$ cat src/rtl/spmv_pkg.sv
// ============================================================================
// spmv_pkg
// Shared types and constants for the sparse matrix-vector multiply block.
// ============================================================================
`default_nettype none

package spmv_pkg;

    // request function codes, carried on the slave tuser
    localparam logic [1:0] FUNC_LOAD  = 2'd0;
    localparam logic [1:0] FUNC_NZ    = 2'd1;
    localparam logic [1:0] FUNC_EMPTY = 2'd2;

    // configuration register indexes
    localparam logic [0:0] CFG_ROW_COUNT     = 1'b0;
    localparam logic [0:0] CFG_VECTOR_LENGTH = 1'b1;

    // field widths fixed by the stream format
    localparam int CFG_BITS   = 11;
    localparam int INDEX_BITS = 10;
    localparam int DATA_BITS  = 32;
    localparam int ACC_BITS   = 64;
    localparam int FRAC_BITS  = 16;

    // largest row count and its reset value
    localparam logic [CFG_BITS-1:0] ROW_LIMIT = 11'd1024;

    // result buffer depth and its count width
    localparam int OUT_DEPTH = 8;
    localparam int OUT_PTR_BITS = $clog2(OUT_DEPTH);
    localparam int OUT_CNT_BITS = $clog2(OUT_DEPTH + 1);

    // one result request
    typedef struct packed {
        logic [DATA_BITS-1:0]  y_value;
        logic [INDEX_BITS-1:0] row_index;
        logic                  final_row;
        logic                  column_error;
        logic                  saturated;
    } t_result;

endpackage

`default_nettype wire

$ cat src/rtl/spmv_out_fifo.sv
// ============================================================================
// spmv_out_fifo
// Small result buffer between the accumulator and the master stream.
// ============================================================================
`default_nettype none

module spmv_out_fifo (
    input  wire                i_clk,
    input  wire                i_rst_n,
    input  wire                i_push,
    input  spmv_pkg::t_result  i_data,
    input  wire                i_pop,
    output logic               o_valid,
    output spmv_pkg::t_result  o_data
);

    spmv_pkg::t_result                     r_mem [spmv_pkg::OUT_DEPTH];
    logic [spmv_pkg::OUT_PTR_BITS-1:0]     r_wr, n_wr;
    logic [spmv_pkg::OUT_PTR_BITS-1:0]     r_rd, n_rd;
    logic [spmv_pkg::OUT_CNT_BITS-1:0]     r_cnt, n_cnt;
    logic                                  w_pop;

    assign w_pop = i_pop && (r_cnt != '0);

    // pointer and fill count update
    always_comb begin
        n_wr  = i_push ? r_wr + 1'b1 : r_wr;
        n_rd  = w_pop ? r_rd + 1'b1 : r_rd;
        n_cnt = r_cnt;
        if (i_push && !w_pop) begin
            n_cnt = r_cnt + 1'b1;
        end else if (!i_push && w_pop) begin
            n_cnt = r_cnt - 1'b1;
        end
    end

    always_ff @(posedge i_clk) begin
        if (!i_rst_n) begin
            r_wr  <= '0;
            r_rd  <= '0;
            r_cnt <= '0;
        end else begin
            r_wr  <= n_wr;
            r_rd  <= n_rd;
            r_cnt <= n_cnt;
        end
    end

    // storage
    always_ff @(posedge i_clk) begin
        if (i_push) begin
            r_mem[r_wr] <= i_data;
        end
    end

    assign o_valid = (r_cnt != '0);
    assign o_data  = r_mem[r_rd];

endmodule

`default_nettype wire

$ cat config.mk
export PLATFORM = sky130hd
export DESIGN_NAME = spmv_out_fifo
export DESIGN_NICKNAME = d
export VERILOG_FILES = /design/src/rtl/spmv_pkg.sv /design/src/rtl/spmv_out_fifo.sv
export SDC_FILE = /design/constraint.sdc
export NUM_CORES = 1
export LEC_CHECK = 0
export ABC_AREA = 0
export BUFFER_PORTS_ARGS = -buffer_cell sky130_fd_sc_hd__buf_4
export CAP_MARGIN = 20
export CORE_MARGIN = 4
export CORE_UTILIZATION = 45
export CTS_CLUSTER_DIAMETER = 50
export CTS_CLUSTER_SIZE = 20
export DETAILED_ROUTE_END_ITERATION = 8
export PLACE_DENSITY_LB_ADDON = 0.05
export SYNTH_ARGS = -nofsm -noshare
export SYNTH_HDL_FRONTEND = slang
export SYNTH_SLANG_ARGS = --single-unit
$ cat constraint.sdc
create_clock -name i_clk -period 5.1 [get_ports i_clk]
set_input_delay 0.765 -clock i_clk [delete_from_list [all_inputs] [get_ports i_clk]]
set_output_delay 0.765 -clock i_clk [all_outputs]
set_load 0.005 [all_outputs]
==> reports/metrics.csv, run 1 <==
metric,value,unit
Slew @ Worst Pin,1.03,ns
Pleak,5.62,nW
CTS root buffer,clkbuf_16,
Final nets,765,
CP max FO,40,
Post-CTS Repair Setup Buffers,0,
Int Pwr,5.80,mW
CP Launch Type,register,
CTS max path bufs,3,
final worst path period need,3.59,ns
slowest CP cell,dfxtp_4,
"Remaining Overflow, GRT",0,
power share of the combinational group,0.172,
Syn. warnings,0,
IO buf count,94,
clock share of power,0.356,
Post-synth ARST share,0,
Detail Placement HPWL,14.9,mm
CTS tree,done,
Antenna Violating Nets Remaining,0,
Crit path buffers/inverters,2,
Final Max Tran Viols,0,
share of layout cells above drive strength 1,0.311,
Max Freq,278,MHz
H-Tree Depth,2,
Worst-path clk slew,0.07,ns
die height,187,um
WP data arrival,2.83,ns
kind of cell adding the most delay to the critical path,multiplexers,
WL per Instance,24.2,um
first-pass GRT wire length,42.3,mm
DR vias/cell,5.55,
setup TNS,0,ns
CTS Buf Count,37,
RSZ-0062 raised after global routing,false,
CTS Sinks,373,
fill count,2388,
register area share after synthesis,0.764,
# DRC,0,
post-synthesis cell area,14500,sq um
vias in the first global route,6913,
Cell variety after synth,28,
Initial Utilization,0.458,
#FFs+latches synth,373,
Worst Clk Skew,0.0202,ns
Total GRT Usage,0.158,
I/O pins,95,
core area,31600,sq um
total wire length,27.6,mm
Hold Path Class,in2reg,
Fin. Hold Viols,0,
register share of total power,0.472,
Horiz. Die Dim,187,um
Net Switching,1.88,mW
DR vias,6336,
"most common cell after layout, fill and taps aside",edfxtp_1,
CTS Hold Bufs,0,
Slew HR,0.314,
layout overhead on the synthesized area,17.1,%
Peak VDD IR,0.270,mV
period utilization,0.704,
Detailed Routing Iterations Pass 1,4,
number of synthesized flops with an enable pin,360,
max-cap violations,0,
kind of end point of the critical path,primary output,
antenna violations before repair,1,
most frequent CP cell,buf_4,
Core Rows,65,
power per cell area,453,nW/um^2
Setup Viol. Count Final,0,
Overall Power,7.68,mW
outcome,finished clean,
Crit path required time,4.34,ns
cts repair resizes,0,
CP Class,reg2out,
worst skew pair latency,0.53,ns
GP Congestion,0.684,
die area,35100,sq um
crit-path cells,buf_4 > mux4_1 > mux2_2 > buf_4,
synthesized area per cell,24.6,sq um
Synth Flop Type,edfxtp_1,
Post-Syn Instances,589,
largest net degree at the start of global routing,75,
most frequent cells in the layout,"360 x edfxtp_1, 109 x buf_4, 90 x mux4_1",
sw frac,0.244,
Max stage delay on crit path,0.81,ns
Post-Syn Nets,644,
DRT iter0 DRCs,376,
## final cells by class
class	instances	area, sq um	share of cell area
Antenna cell	1	2.50	0.000147
Clock buffer	40	980	0.0577
Clock inverter	28	288	0.0170
Inverter	1	3.75	0.000221
Multi-Input combinational cell	188	3290	0.194
Sequential cell	373	11100	0.653
Tap cell	402	503	0.0296
Timing Repair Buffer	109	818	0.0482
## sequential cells by signal, summed over array words and instances (netlist names), named ones only
register,flops
r_wr,3
r_cnt,4
r_rd,3
r_mem,360
## Yosys cell counts, drive strengths merged (2+ instances only)
library cell    n  area share
mux2i           3      0.0021
and2            7      0.0030
nor2b           2     0.00086
ha              5      0.0043
buf            18      0.0099
clkbuf          9      0.0024
edfxtp        360        0.75
nor2            7      0.0018
nand2           7      0.0018
mux2           45       0.035
nand3           3      0.0010
dfxtp          13       0.018
nor3            2     0.00069
nand2b          4      0.0017
mux4           90        0.16
xnor2           5      0.0030
## metal layers
metal	wire length (um)	global-route usage	up-vias
met5	15	0	-
met4	552	0.0404	2
met3	1130	0.0314	43
met2	13800	0.268	119
met1	12100	0.214	3342
li1	-	-	2830
## path summary, 6_finish.rpt
kind	from	endpoint	slack, ns	cells past startpoint
worst max-delay path	register	o_data[4]	1.51	4
worst min-delay path	i_data[7]	r_mem[0][7]$_DFFE_PP_	0.47	1
worst max register to register	r_cnt[1]$_SDFFE_PN0P_	r_cnt[3]$_SDFFE_PN0P_	2.64	9
worst min register to register	r_cnt[3]$_SDFFE_PN0P_	r_cnt[3]$_SDFFE_PN0P_	0.48	2
## power groups by stage
stage               clock network, mW  logic, mW  registers [mW]
finish                           2.73       1.32            3.63
global route                     2.95       1.43            3.65
CTS                              2.81       1.35            3.64
detailed placement                  0       1.35            3.70
global placement                    0       1.32            3.70
floorplan                           0       1.00            3.56
## cell families (layout without fill, tap and decap cells)
logic type / Yosys count / count (layout) / share of synthesized area
multiplexers: 138 / 138 / 0.200
adder cells (fa/ha/maj): 6 / 6 / 0.00570
flip-flops: 373 / 373 / 0.764
AO/OA/AOI/OAI: 5 / 5 / 0.00216
AND/OR/NAND/NOR: 33 / 33 / 0.0117
buffers and inverters: 28 / 178 / 0.0126
XOR/XNOR: 6 / 6 / 0.00363
other: 0 / 1 / 0
## through the flow
stage	std cells	area [sq um]	worst slack [ns]	hold slack, ns	utilization
after global routing	1141	17000	1.39	0.445	0.536
after CTS	1141	17000	1.43	0.440	0.536
after floorplan	589	14500	0.660	0.445	-
after global placement	1073	15700	2.02	0.465	0.496
final	1142	17000	1.51	0.465	0.536
after detailed placement	1073	15700	1.99	0.479	0.496
No activity file was read; power rests on OpenSTA's default activity.
==> run 2, diff against run 1 <==
==> constraint.sdc (replaced) <==
create_clock -name i_clk -period 3.2 [get_ports i_clk]
set_input_delay 0.48 -clock i_clk [delete_from_list [all_inputs] [get_ports i_clk]]
set_output_delay 0.48 -clock i_clk [all_outputs]
set_load 0.005 [all_outputs]
==> reports/metrics.csv, run 2 (same netlist as run 1, synthesis figures left out) <==
metric,value,unit,change
GP Congestion,0.696,,was 0.684
Max stage delay on crit path,0.66,ns,was 0.81 ns
DR vias/cell,5.46,,was 5.55
hold path start,i_data[41],,was i_data[7]
Core Rows,65,,unchanged
Horiz. Die Dim,187,um,unchanged
Cells after DPL,1082,,"was 1,073"
Layout Cells excl Fill,1147,,"was 1,142"
kind of end point of the critical path,primary output,,unchanged
Initial Utilization,0.458,,unchanged
r2r endpoint,r_cnt[3]$_SDFFE_PN0P_,,unchanged
total wire length,27.9,mm,was 27.6 mm
period utilization,0.939,,
CTS Hold Bufs,0,,unchanged
number of diodes,0,,was 1
Overall Power,12.3,mW,was 7.68 mW
CTS Sinks,373,,unchanged
largest net degree at the start of global routing,39,,was 75
Final Max Tran Viols,0,,unchanged
CTS max path bufs,3,,unchanged
Crit path buffers/inverters,2,,unchanged
antenna violations before repair,2,,was 1
CTS tree,done,,unchanged
Crit path required time,2.72,ns,was 4.34 ns
kind of cell adding the most delay to the critical path,multiplexers,,unchanged
post-route cell area,17100,sq um,"was 17,000 sq um"
first-pass GRT wire length,41.8,mm,was 42.3 mm
vias in the first global route,6718,,"was 6,913"
DRT iter0 DRCs,391,,was 376
die height,187,um,unchanged
Worst Clk Skew,0.0134,ns,was 0.0202 ns
R2R Setup Slk,0.77,ns,was 2.64 ns
"most common cell after layout, fill and taps aside",edfxtp_1,,unchanged
Pleak,5.69,nW,was 5.62 nW
Detailed Routing Iterations Pass 1,4,,unchanged
Detail Placement HPWL,15.7,mm,was 14.9 mm
Final Worst Setup Slack,0.196,ns,was 1.51 ns
largest registers,"r_mem (360), r_cnt (4)",,unchanged
"Remaining Overflow, GRT",0,,unchanged
setup TNS,0,ns,unchanged
crit path to,o_data[35],,was o_data[4]
layout overhead on the synthesized area,18.3,%,was 17.1%
Placed Instance Area,15900,sq um,"was 15,700 sq um"
fill count,2420,,"was 2,388"
Final nets,774,,was 765
Min Hold Slack,0.204,ns,was 0.465 ns
CP Depth,4,,unchanged
Hold Path Class,in2reg,,unchanged
Antenna Violating Nets Remaining,0,,unchanged
RSZ-0062 raised after global routing,false,,unchanged
power per cell area,718,nW/um^2,was 453 nW/um^2
Worst-path clk slew,0.07,ns,about the same
Fin. Hold Viols,0,,unchanged
Slew HR,0.600,,was 0.314
H-Tree Depth,2,,unchanged
crit-path cells,buf_12 > mux4_1 > mux2_2 > buf_4,,was buf_4 > mux4_1 > mux2_2 > buf_4
Total GRT Usage,0.158,,about the same
I/O pins,95,,unchanged
CP max FO,26,,was 40
CTS root buffer,clkbuf_16,,unchanged
DR vias,6265,,"was 6,336"
r2r worst-path depth,9,,unchanged
WP data arrival,2.52,ns,was 2.83 ns
Reg with most FFs,r_mem,,unchanged
worst skew pair latency,0.51,ns,was 0.53 ns
CP Launch Type,register,,unchanged
Slew @ Worst Pin,0.598,ns,was 1.03 ns
IO buf count,94,,unchanged
Layout Utilization,0.542,,was 0.536
share of layout cells above drive strength 1,0.313,,was 0.311
Post-CTS Repair Setup Buffers,0,,unchanged
worst flop-to-flop path startpoint,r_cnt[1]$_SDFFE_PN0P_,,unchanged
slowest CP cell,dfxtp_4,,unchanged
Setup Viol. Count Final,0,,unchanged
outcome,finished clean,,unchanged
die area,35100,sq um,unchanged
CTS Buf Count,37,,unchanged
max reg flops,360,,unchanged
Peak VDD IR,0.449,mV,was 0.270 mV
core area,31600,sq um,unchanged
most frequent cells in the layout,"360 x edfxtp_1, 108 x buf_4, 90 x mux4_1",,"was 360 x edfxtp_1, 109 x buf_4, 90 x mux4_1"
WL per Instance,24.3,um,was 24.2 um
# DRC,0,,unchanged
max-cap violations,0,,unchanged
final worst path period need,3.00,ns,
cts repair resizes,0,,unchanged
Max Freq,333,MHz,
CP Class,reg2out,,unchanged
pre-CTS WS,0.701,ns,was 1.99 ns
==> run 2: metal layers <==
metal	global-route usage	part of all wire	routed length, um	up-vias
met5	0	0.00075	21	-
met4	0.0336	0.017	472	4
met3	0.0384	0.051	1420	41
met2	0.278	0.51	14300	132
met1	0.203	0.42	11600	3251
li1	-	-	-	2837
==> run 2: worst reg2reg max path: cells and delay by family (launching register included) <==
family,cells,cell delay (ns)
buffers and inverters,1,0.09
and+or+nand+nor,2,0.71
muxes,1,0.21
AOI/OAI and AO/OA,3,0.49
adders and majority gates,2,0.52
DFF,1,0.35
==> run 2: area by class of cell <==
type | instances | area (sq um) | share of cell area
Multi-Input combinational cell | 188 | 3310 | 0.193
Inverter | 1 | 3.75 | 0.000219
Sequential cell | 373 | 11100 | 0.646
Clock inverter | 23 | 249 | 0.0145
Clock buffer | 42 | 987 | 0.0576
Timing Repair Buffer | 118 | 1010 | 0.0590
Tap cell | 402 | 503 | 0.0293
==> run 2: how the worst min path moves through the flow <==
stage                                         to  slack [ns]  cells past startpoint
after floorplan            r_cnt[3]$_SDFFE_PN0P_        0.45                      2
after global placement     r_cnt[3]$_SDFFE_PN0P_        0.46                      2
after detailed placement   r_cnt[3]$_SDFFE_PN0P_        0.50                      2
after CTS                 r_mem[2][13]$_DFFE_PP_        0.18                      1
after global routing      r_mem[1][26]$_DFFE_PP_        0.19                      1
final                     r_mem[2][41]$_DFFE_PP_        0.20                      1
==> run 2: power by group <==
group	leakage [nW]	switching [mW]	internal, mW	total, mW
clock network	0.600	1.79	2.57	4.36
registers	3.38	0.176	5.52	5.70
logic	1.71	0.874	1.37	2.24
